==> src/apfs_pkg.sv <==
// Shared constants, widths and result type for the AT parameter field splitter.
package apfs_pkg;

    // Default sizing of the parser
    localparam int MAX_PARAMS_DEF = 16;
    localparam int LINE_BYTES_DEF = 1024;

    // Field widths of the channels
    localparam int CHAR_W     = 8;
    localparam int CFG_W      = 5;
    localparam int INDEX_W    = 4;
    localparam int OFS_W      = 10;
    localparam int COUNT_W    = 5;

    // Reset value of the slot-limit register
    localparam logic [CFG_W-1:0] MAX_PARAMS_RESET = 5'd16;

    // Largest offset or length that fits the result fields
    localparam logic [OFS_W-1:0] OFS_MAX = 10'd1023;

    // Characters that steer the scan
    localparam logic [CHAR_W-1:0] CH_EOL   = 8'h00;
    localparam logic [CHAR_W-1:0] CH_COMMA = 8'h2C;
    localparam logic [CHAR_W-1:0] CH_QUOTE = 8'h22;
    localparam logic [CHAR_W-1:0] CH_SPACE = 8'h20;

    // One result beat
    typedef struct packed {
        logic               param_valid;
        logic [INDEX_W-1:0] param_index;
        logic               param_empty;
        logic [OFS_W-1:0]   param_start;
        logic [OFS_W-1:0]   param_length;
        logic               done_res;
        logic               status;
        logic [COUNT_W-1:0] param_count;
    } res_t;

endpackage

==> src/apfs_ifs.sv <==
// Stream interfaces for characters, parameter results and the slot-limit write.
interface apfs_char_if;
    logic                         valid;
    logic                         ready;
    logic [apfs_pkg::CHAR_W-1:0]  char_in;

    modport source (output valid, output char_in, input ready);
    modport sink   (input valid, input char_in, output ready);
endinterface

interface apfs_param_if;
    logic                          valid;
    logic                          ready;
    logic                          param_valid;
    logic [apfs_pkg::INDEX_W-1:0]  param_index;
    logic                          param_empty;
    logic [apfs_pkg::OFS_W-1:0]    param_start;
    logic [apfs_pkg::OFS_W-1:0]    param_length;
    logic                          done_res;
    logic                          status;
    logic [apfs_pkg::COUNT_W-1:0]  param_count;

    modport source (output valid, output param_valid, output param_index,
                    output param_empty, output param_start, output param_length,
                    output done_res, output status, output param_count,
                    input ready);
    modport sink   (input valid, input param_valid, input param_index,
                    input param_empty, input param_start, input param_length,
                    input done_res, input status, input param_count,
                    output ready);
endinterface

interface apfs_cfg_if;
    logic                        valid;
    logic                        ready;
    logic [apfs_pkg::CFG_W-1:0]  max_params;

    modport source (output valid, output max_params, input ready);
    modport sink   (input valid, input max_params, output ready);
endinterface

==> src/at_param_field_splitter.sv <==
// Top level of the AT parameter field splitter: scan state, result register and skid stage.
//
//  channel  | dir | payload                                   | beat
//  ---------+-----+-------------------------------------------+---------------------------
//  chars    | in  | char_in                                   | one line character
//  params   | out | param_valid .. param_count                | one parameter or line end
//  cfg      | in  | max_params                                | slot-limit write
//
//  One character per cycle unless chars stalls: a taken beat updates the scan state and
//  registers its result (if any) at the same edge, in the skid if the output is stalled.
//  A two-entry output (result register plus skid) keeps chars.ready high while a
//  single result waits; chars stalls only when both entries are full.
//  rst_n clears the scan state, both output entries and sets max_params to 16.
//  cfg is always ready and takes effect on the next character.
module at_param_field_splitter #(
    parameter int MAX_PARAMS = apfs_pkg::MAX_PARAMS_DEF,
    parameter int LINE_BYTES = apfs_pkg::LINE_BYTES_DEF
) (
    input  logic                clk,
    input  logic                rst_n,
    apfs_char_if.sink           chars,
    apfs_param_if.source        params,
    apfs_cfg_if.sink            cfg
);

    localparam int POS_W = $clog2(LINE_BYTES);
    localparam int CNT_W = $clog2(MAX_PARAMS + 1);
    localparam int LIM_W = (CNT_W > apfs_pkg::CFG_W) ? CNT_W : apfs_pkg::CFG_W;
    localparam int EXT_W = POS_W + apfs_pkg::OFS_W + 1;
    localparam int CEX_W = CNT_W + apfs_pkg::COUNT_W;
    localparam logic [POS_W-1:0] POS_MAX = POS_W'(LINE_BYTES - 1);
    localparam logic [LIM_W-1:0] LIM_MAX = LIM_W'(MAX_PARAMS);

    typedef enum logic [1:0] {
        MODE_SEEK,
        MODE_TEXT,
        MODE_QUOTE
    } mode_t;

    mode_t                         mode_reg, mode_next;
    logic [CNT_W-1:0]              cnt_reg, cnt_next;
    logic [POS_W-1:0]              start_reg, start_next;
    logic [POS_W-1:0]              last_reg, last_next;
    logic [POS_W-1:0]              pos_reg, pos_next;
    logic                          stop_reg, stop_next;
    logic [apfs_pkg::CFG_W-1:0]    max_params_reg;

    apfs_pkg::res_t                out_reg, skid_reg, res;
    logic                          out_valid_reg, skid_valid_reg, res_v;

    logic                          in_fire, out_fire;
    logic [LIM_W-1:0]              mp_ext, limit;
    logic [CNT_W-1:0]              cnt_inc;
    logic [LIM_W-1:0]              cnt_inc_ext;
    logic [CEX_W-1:0]              cnt_cur_wide, cnt_inc_wide;
    logic [EXT_W-1:0]              start_ext, len_ext;
    logic [apfs_pkg::OFS_W-1:0]    start_sat, len_sat;
    logic [apfs_pkg::CHAR_W-1:0]   c;

    assign in_fire   = chars.valid & chars.ready;
    assign out_fire  = out_valid_reg & params.ready;
    assign chars.ready = ~skid_valid_reg;
    assign cfg.ready   = 1'b1;

    // Effective slot limit: zero acts as one, clip at MAX_PARAMS
    assign mp_ext = LIM_W'(max_params_reg);
    always_comb
    begin
        if (mp_ext == '0)
            limit = LIM_W'(1);
        else if (mp_ext > LIM_MAX)
            limit = LIM_MAX;
        else
            limit = mp_ext;
    end

    // Counter views for the narrow result fields and the limit compare
    assign cnt_inc      = cnt_reg + CNT_W'(1);
    assign cnt_inc_ext  = LIM_W'(cnt_inc);
    assign cnt_cur_wide = CEX_W'(cnt_reg);
    assign cnt_inc_wide = CEX_W'(cnt_inc);

    // Start offset and trimmed length, saturated to the field width
    assign start_ext = EXT_W'(start_reg);
    assign len_ext   = EXT_W'(last_reg) - EXT_W'(start_reg) + EXT_W'(1);
    assign start_sat = (start_ext > EXT_W'(apfs_pkg::OFS_MAX)) ? apfs_pkg::OFS_MAX
                                                               : start_ext[apfs_pkg::OFS_W-1:0];
    assign len_sat   = (len_ext > EXT_W'(apfs_pkg::OFS_MAX)) ? apfs_pkg::OFS_MAX
                                                             : len_ext[apfs_pkg::OFS_W-1:0];

    assign c = chars.char_in;

    // Scan one character: next state and the result it causes
    always_comb
    begin
        mode_next  = mode_reg;
        cnt_next   = cnt_reg;
        start_next = start_reg;
        last_next  = last_reg;
        pos_next   = pos_reg;
        stop_next  = stop_reg;
        res        = '0;
        res_v      = 1'b0;

        if (stop_reg)
        begin
            // Drop everything up to the end of the line
            if (c == apfs_pkg::CH_EOL)
            begin
                mode_next  = MODE_SEEK;
                cnt_next   = '0;
                start_next = '0;
                last_next  = '0;
                pos_next   = '0;
                stop_next  = 1'b0;
            end
        end
        else if (c == apfs_pkg::CH_EOL)
        begin
            // Line end: report an open text parameter and the summary
            res.param_count = cnt_cur_wide[apfs_pkg::COUNT_W-1:0];
            if (mode_reg == MODE_TEXT)
            begin
                res.param_valid  = 1'b1;
                res.param_index  = cnt_cur_wide[apfs_pkg::INDEX_W-1:0];
                res.param_start  = start_sat;
                res.param_length = len_sat;
                res.param_count  = cnt_inc_wide[apfs_pkg::COUNT_W-1:0];
            end
            res.done_res = 1'b1;
            res.status   = (mode_reg == MODE_QUOTE);
            res_v        = 1'b1;
            mode_next  = MODE_SEEK;
            cnt_next   = '0;
            start_next = '0;
            last_next  = '0;
            pos_next   = '0;
        end
        else
        begin
            unique case (mode_reg)
                MODE_SEEK:
                begin
                    if (c == apfs_pkg::CH_COMMA)
                    begin
                        res.param_valid = 1'b1;
                        res.param_index = cnt_cur_wide[apfs_pkg::INDEX_W-1:0];
                        res.param_empty = 1'b1;
                        res_v           = 1'b1;
                    end
                    else if (c == apfs_pkg::CH_QUOTE)
                    begin
                        start_next = pos_reg;
                        last_next  = pos_reg;
                        mode_next  = MODE_QUOTE;
                    end
                    else if (c != apfs_pkg::CH_SPACE)
                    begin
                        start_next = pos_reg;
                        last_next  = pos_reg;
                        mode_next  = MODE_TEXT;
                    end
                end
                MODE_TEXT:
                begin
                    if (c == apfs_pkg::CH_COMMA)
                    begin
                        res.param_valid  = 1'b1;
                        res.param_index  = cnt_cur_wide[apfs_pkg::INDEX_W-1:0];
                        res.param_start  = start_sat;
                        res.param_length = len_sat;
                        res_v            = 1'b1;
                        mode_next        = MODE_SEEK;
                    end
                    else if (c != apfs_pkg::CH_SPACE)
                        last_next = pos_reg;
                end
                default:
                begin
                    // Inside quotes: commas are text, closing quote returns to text
                    if (c != apfs_pkg::CH_SPACE)
                        last_next = pos_reg;
                    if (c == apfs_pkg::CH_QUOTE)
                        mode_next = MODE_TEXT;
                end
            endcase

            if (pos_reg < POS_MAX)
                pos_next = pos_reg + POS_W'(1);

            // Completed parameter: count it and stop once the slots run out
            if (res_v)
            begin
                cnt_next = cnt_inc;
                if (cnt_inc_ext >= limit)
                begin
                    res.done_res    = 1'b1;
                    res.param_count = cnt_inc_wide[apfs_pkg::COUNT_W-1:0];
                    stop_next       = 1'b1;
                end
            end
        end
    end

    // Hold scan state, slot limit, result register and skid stage
    always_ff @(posedge clk or negedge rst_n)
    begin
        if (!rst_n)
        begin
            mode_reg       <= MODE_SEEK;
            cnt_reg        <= '0;
            start_reg      <= '0;
            last_reg       <= '0;
            pos_reg        <= '0;
            stop_reg       <= 1'b0;
            max_params_reg <= apfs_pkg::MAX_PARAMS_RESET;
            out_reg        <= '0;
            skid_reg       <= '0;
            out_valid_reg  <= 1'b0;
            skid_valid_reg <= 1'b0;
        end
        else
        begin
            if (cfg.valid)
                max_params_reg <= cfg.max_params;

            if (in_fire)
            begin
                mode_reg  <= mode_next;
                cnt_reg   <= cnt_next;
                start_reg <= start_next;
                last_reg  <= last_next;
                pos_reg   <= pos_next;
                stop_reg  <= stop_next;
            end

            if (!out_valid_reg || out_fire)
            begin
                // Output free: refill from skid first, else from the new beat
                if (skid_valid_reg)
                begin
                    out_reg        <= skid_reg;
                    out_valid_reg  <= 1'b1;
                    skid_valid_reg <= 1'b0;
                end
                else
                begin
                    out_reg       <= res;
                    out_valid_reg <= in_fire & res_v;
                end
            end
            else if (in_fire && res_v)
            begin
                // Output stalled: park the new result
                skid_reg       <= res;
                skid_valid_reg <= 1'b1;
            end
        end
    end

    // Drive the result channel
    assign params.valid        = out_valid_reg;
    assign params.param_valid  = out_reg.param_valid;
    assign params.param_index  = out_reg.param_index;
    assign params.param_empty  = out_reg.param_empty;
    assign params.param_start  = out_reg.param_start;
    assign params.param_length = out_reg.param_length;
    assign params.done_res     = out_reg.done_res;
    assign params.status       = out_reg.status;
    assign params.param_count  = out_reg.param_count;

endmodule

==> src/flat_wrapper.sv <==
// flat-port wrapper written by rule: the top's interface ports become plain ports
module at_param_field_splitter_flat 
#(
    parameter int MAX_PARAMS = apfs_pkg::MAX_PARAMS_DEF,
    parameter int LINE_BYTES = apfs_pkg::LINE_BYTES_DEF
)
  (clk, rst_n, chars_valid, chars_char_in, chars_ready, params_valid, params_param_valid, params_param_index, params_param_empty, params_param_start, params_param_length, params_done_res, params_status, params_param_count, params_ready, cfg_valid, cfg_max_params, cfg_ready);
  apfs_char_if chars_i ();
  apfs_param_if params_i ();
  apfs_cfg_if cfg_i ();
  input  logic clk;
  input  logic rst_n;
  input wire logic [$bits(chars_i.valid)-1:0] chars_valid;
  input wire logic [$bits(chars_i.char_in)-1:0] chars_char_in;
  output wire logic [$bits(chars_i.ready)-1:0] chars_ready;
  output wire logic [$bits(params_i.valid)-1:0] params_valid;
  output wire logic [$bits(params_i.param_valid)-1:0] params_param_valid;
  output wire logic [$bits(params_i.param_index)-1:0] params_param_index;
  output wire logic [$bits(params_i.param_empty)-1:0] params_param_empty;
  output wire logic [$bits(params_i.param_start)-1:0] params_param_start;
  output wire logic [$bits(params_i.param_length)-1:0] params_param_length;
  output wire logic [$bits(params_i.done_res)-1:0] params_done_res;
  output wire logic [$bits(params_i.status)-1:0] params_status;
  output wire logic [$bits(params_i.param_count)-1:0] params_param_count;
  input wire logic [$bits(params_i.ready)-1:0] params_ready;
  input wire logic [$bits(cfg_i.valid)-1:0] cfg_valid;
  input wire logic [$bits(cfg_i.max_params)-1:0] cfg_max_params;
  output wire logic [$bits(cfg_i.ready)-1:0] cfg_ready;
  assign chars_i.valid = chars_valid;
  assign chars_i.char_in = chars_char_in;
  assign chars_ready = chars_i.ready;
  assign params_valid = params_i.valid;
  assign params_param_valid = params_i.param_valid;
  assign params_param_index = params_i.param_index;
  assign params_param_empty = params_i.param_empty;
  assign params_param_start = params_i.param_start;
  assign params_param_length = params_i.param_length;
  assign params_done_res = params_i.done_res;
  assign params_status = params_i.status;
  assign params_param_count = params_i.param_count;
  assign params_i.ready = params_ready;
  assign cfg_i.valid = cfg_valid;
  assign cfg_i.max_params = cfg_max_params;
  assign cfg_ready = cfg_i.ready;
  at_param_field_splitter #(.MAX_PARAMS(MAX_PARAMS), .LINE_BYTES(LINE_BYTES)) u_core (.clk(clk), .rst_n(rst_n), .chars(chars_i), .params(params_i), .cfg(cfg_i));
endmodule
==> config.mk <==
export PLATFORM = sky130hd
export DESIGN_NAME = at_param_field_splitter_flat
export DESIGN_NICKNAME = d
export VERILOG_FILES = /design/src/apfs_pkg.sv /design/src/apfs_ifs.sv /design/src/at_param_field_splitter.sv /design/src/flat_wrapper.sv
export SDC_FILE = /design/constraint.sdc
export NUM_CORES = 1
export LEC_CHECK = 0
export ABC_AREA = 1
export BUFFER_PORTS_ARGS = -buffer_cell sky130_fd_sc_hd__clkbuf_2
export CAP_MARGIN = 40
export CORE_MARGIN = 4
export CORE_UTILIZATION = 55
export CTS_BUF_LIST = sky130_fd_sc_hd__clkbuf_2
export CTS_CLUSTER_SIZE = 12
export DETAILED_ROUTE_END_ITERATION = 8
export PLACE_DENSITY = 0.84
export SYNTH_ARGS = -nofsm -noshare
export SYNTH_HDL_FRONTEND = slang
export SYNTH_SLANG_ARGS = --single-unit
==> constraint.sdc <==
create_clock -name clk -period 3.1 [get_ports clk]
set_input_delay 0.465 -clock clk [delete_from_list [all_inputs] [get_ports clk]]
set_output_delay 0.465 -clock clk [all_outputs]
set_load 0.005 [all_outputs]
==> flow_metrics.env <==
export IMPL_clkSlewWorstSetupHoldPaths_ns=0.32
export IMPL_synth_ff_type="dfrtp_1"
export IMPL_cp_start_kind="flip-flop"
export IMPL_internal_power_mw=1.98
export IMPL_finalHoldViolations=0
export IMPL_fp_dieW_microns=115
export IMPL_synth_most_common_cell="nand2_1"
export IMPL_crit_buf_inv=1
export IMPL_drtIter0Drc=485
export IMPL_endpoint_kind="flip-flop"
export IMPL_drc_errors=0
export IMPL_p_per_area_mw_per_mm2=445
export IMPL_dp_hpwl_microns=10000
export IMPL_gp_congestion=0.859
export IMPL_synth_cells=835
export IMPL_p_sw_share_pct=34.8
export IMPL_grt_pass1_wl_microns=23800
export IMPL_vias_per_cell=5.37
export IMPL_final_nets=916
export IMPL_yosysSeqAreaShare_pct=44.0
export IMPL_cts_tree="built"
export IMPL_cpMostUsedCell="nand2_1"
export IMPL_synthArstFlopShare_pct=100
export IMPL_yosysUniqueCellTypes=45
export IMPL_ios=54
export IMPL_yosys_top_cells_area="dfrtp_1 (44%), nand2_1 (13%), o21ai_0 (8.1%)"
export IMPL_syn_nets=874
export IMPL_largest_register_ffs=33
export IMPL_setup_worst_path_class="flip-flop to flip-flop"
export IMPL_grt_total_usage_pct=21.7
export IMPL_period_share_pct=89.4
export IMPL_synth_top_area_cell="dfrtp_1"
export IMPL_p_total_mw=3.04
export IMPL_combPwrFrac_pct=23.2
export IMPL_synth_top_cells_by_count="nand2_1 (226), dfrtp_1 (110), inv_1 (106)"
export IMPL_syn_area_sq_mm=0.00632
export IMPL_fin_area_sq_mm=0.00684
export IMPL_p_leak_nw=3.55
export IMPL_place_port_buffers=52
export IMPL_critPathSlowestCell="fa_1"
export IMPL_fmax_mhz=361
export IMPL_rsz0062_at_grt="false"
export IMPL_cp_max_fo=7
export IMPL_core_sq_mm=0.0110
export IMPL_period_needed_ns=2.77
export IMPL_cts_sinks=111
export IMPL_maxCapViolCount=0
export IMPL_final_instance_count_excl_fill=1022
export IMPL_clkLatencyLatePin_ns=0.60
export IMPL_place_inst=1004
export IMPL_slew_viol_final=0
export IMPL_yosys_register_bits=111
export IMPL_wl_microns=13800
export IMPL_clockBufferDepth=2
export IMPL_cts_buffers=9
export IMPL_ir_worst_vdd_uv=217
export IMPL_root_buffer="clkbuf_2"
export IMPL_grt_overflow=0
export IMPL_relSlewSlack_pct=51.5
export IMPL_synth_warnings=0
export IMPL_diodes=0
export IMPL_num_vias=5490
export IMPL_start_util_pct=57.3
export IMPL_drive_above_1_share_pct=14.3
export IMPL_crit_chain="ha_1 -> fa_1 -> inv_1 -> ha_1 -> nor3_1 -> nand3_1 -> nor2_1 -> nand2_1 -> nor2_1 -> nand2_1 -> nor2_2 -> nand3_4 -> nand3_2 -> nand2_1 -> nand2_1 -> nand2_1 -> nand2_1"
export IMPL_cp_required_ns=3.65
export IMPL_setup_tns_ns=0
export IMPL_status="finished, final reports clean"
export IMPL_grt_pass1_vias=5027
export IMPL_r2r_start="u_core.start_reg[0]$_DFFE_PN0P_"
export IMPL_clock_skew_ns=0.0407
export IMPL_pwr_share_seq_pct=53.9
export IMPL_postPlaceCellArea_sq_mm=0.00670
export IMPL_wl_per_cell_microns=13.5
export IMPL_crit_start="u_core.start_reg[0]$_DFFE_PN0P_"
export IMPL_htreeDepth=3
export IMPL_cp_top_family="simple AND/OR/NAND/NOR gates"
export IMPL_min_path_type="primary input to flip-flop"
export IMPL_setup_viol=0
export IMPL_die_h_microns=115
export IMPL_grt_max_degree=65
export IMPL_tightest_slew_ns=0.726
export IMPL_syn_avg_cell_area_sq_um=7.57
export IMPL_fp_row_count=38
export IMPL_synth_edf_count=0
export IMPL_dr_pass1_iters=5
export IMPL_grt_antenna_before_repair=0
export IMPL_min_from="cfg_max_params[2]"
export IMPL_die_area_sq_mm=0.0133
export IMPL_arrival_ns=3.32
export IMPL_synth_top_area_share_pct=43.5
export IMPL_power_frac_clock_pct=22.9
export IMPL_area_growth_synth_to_final_pct=8.17
export IMPL_cpPeakStageDelay_ns=0.48
export IMPL_p_switching_mw=1.06
export IMPL_ant_nets=0
[cell type report]
class / count / area, sq um
Clock buffer: 10 / 50.0
Clock inverter: 6 / 70.1
Fill cell: 947 / 4190
Inverter: 114 / 428
Multi-Input combinational cell: 579 / 2980
Sequential cell: 111 / 2780
Tap cell: 140 / 175
Timing Repair Buffer: 62 / 355
[layout by cell type (no fill, tap or decap), types with 8 or more instances in the layout]
master | Yosys | layout
nand3_2 | 12 | 12
nand3_1 | 47 | 47
a21oi_1 | 26 | 26
inv_1 | 106 | 106
o21ai_0 | 102 | 102
nand4_1 | 8 | 8
nor2_1 | 49 | 48
o21ai_1 | 12 | 12
ha_1 | 20 | 20
clkbuf_2 | 0 | 61
nand2_1 | 226 | 226
nor3_1 | 9 | 9
buf_4 | 3 | 8
dfrtp_1 | 110 | 110
nor2_2 | 7 | 8
nand2_2 | 10 | 10
[cell families after synthesis]
family | share of synthesized area [%]
buffers and inverters | 8.93
XOR/XNOR | 0.416
multiplexers | 0.336
AO/OA/AOI/OAI | 14.2
adder cells (fa/ha/maj) | 4.27
flip-flops | 44.0
AND/OR/NAND/NOR | 27.8
other | 0.0593
[power groups by stage]
stage | clock network [mW] | logic [mW] | registers (mW)
floorplan | 0 | 0.533 | 1.64
global placement | 0 | 0.684 | 1.66
detailed placement | 0 | 0.699 | 1.66
CTS | 0.700 | 0.708 | 1.64
global route | 0.764 | 0.816 | 1.66
finish | 0.695 | 0.706 | 1.64
[per-layer routing]
layer	vias to the layer above	wire (microns)	global-route usage, %	share of wire [%]
met2	164	6170	33.4	45
met1	2520	6580	31.8	48
met4	0	248	6.96	1.8
li1	2785	-	-	-
met3	21	750	2.95	5.5
met5	-	0	0	0
[final timing paths]
kind	end	cells after the start	slack [ns]
worst max register to register	u_core.params.param_length[0]$_DFFE_PN0N_	17	0.33
worst min-delay path	u_core.max_params_reg[2]$_DFFE_PN0P_	3	0.04
worst min register to register	u_core.params.param_count[1]$_DFFE_PN0N_	2	0.52
max in group asynchronous	u_core.skid_reg[13]$_DFFE_PN0P_	3	1.97
min in group asynchronous	u_core.skid_reg[1]$_DFFE_PN0P_	2	0.37
worst max-delay path	u_core.params.param_length[0]$_DFFE_PN0N_	17	0.33
[stage by stage]
stage               setup slack, ns  hold WS (ns)  utilization (%)
floorplan                     0.607         0.169                -
global placement              0.492         0.459             60.7
detailed placement            0.403         0.462             60.7
CTS                           0.319       0.00523             62.0
global route                  0.128       0.00674             62.0
finish                        0.328        0.0350             62.0
[worst min-delay path, delay by kind of cell]
family | cells | cell delay (ns)
and+or+nand+nor | 1 | 0.04
buffers and inverters | 1 | 0.07
AOI/OAI and AO/OA | 1 | 0.05
[repair_timing]
action / CTS / global route
hold endpoints to repair: 47 / 0
endpoints found under the setup margin: 0 / 0
setup buffers: 0 / 0
resized for setup: 0 / 0
hold buffers: 2 / 0
No activity file was read; power rests on OpenSTA's default activity.
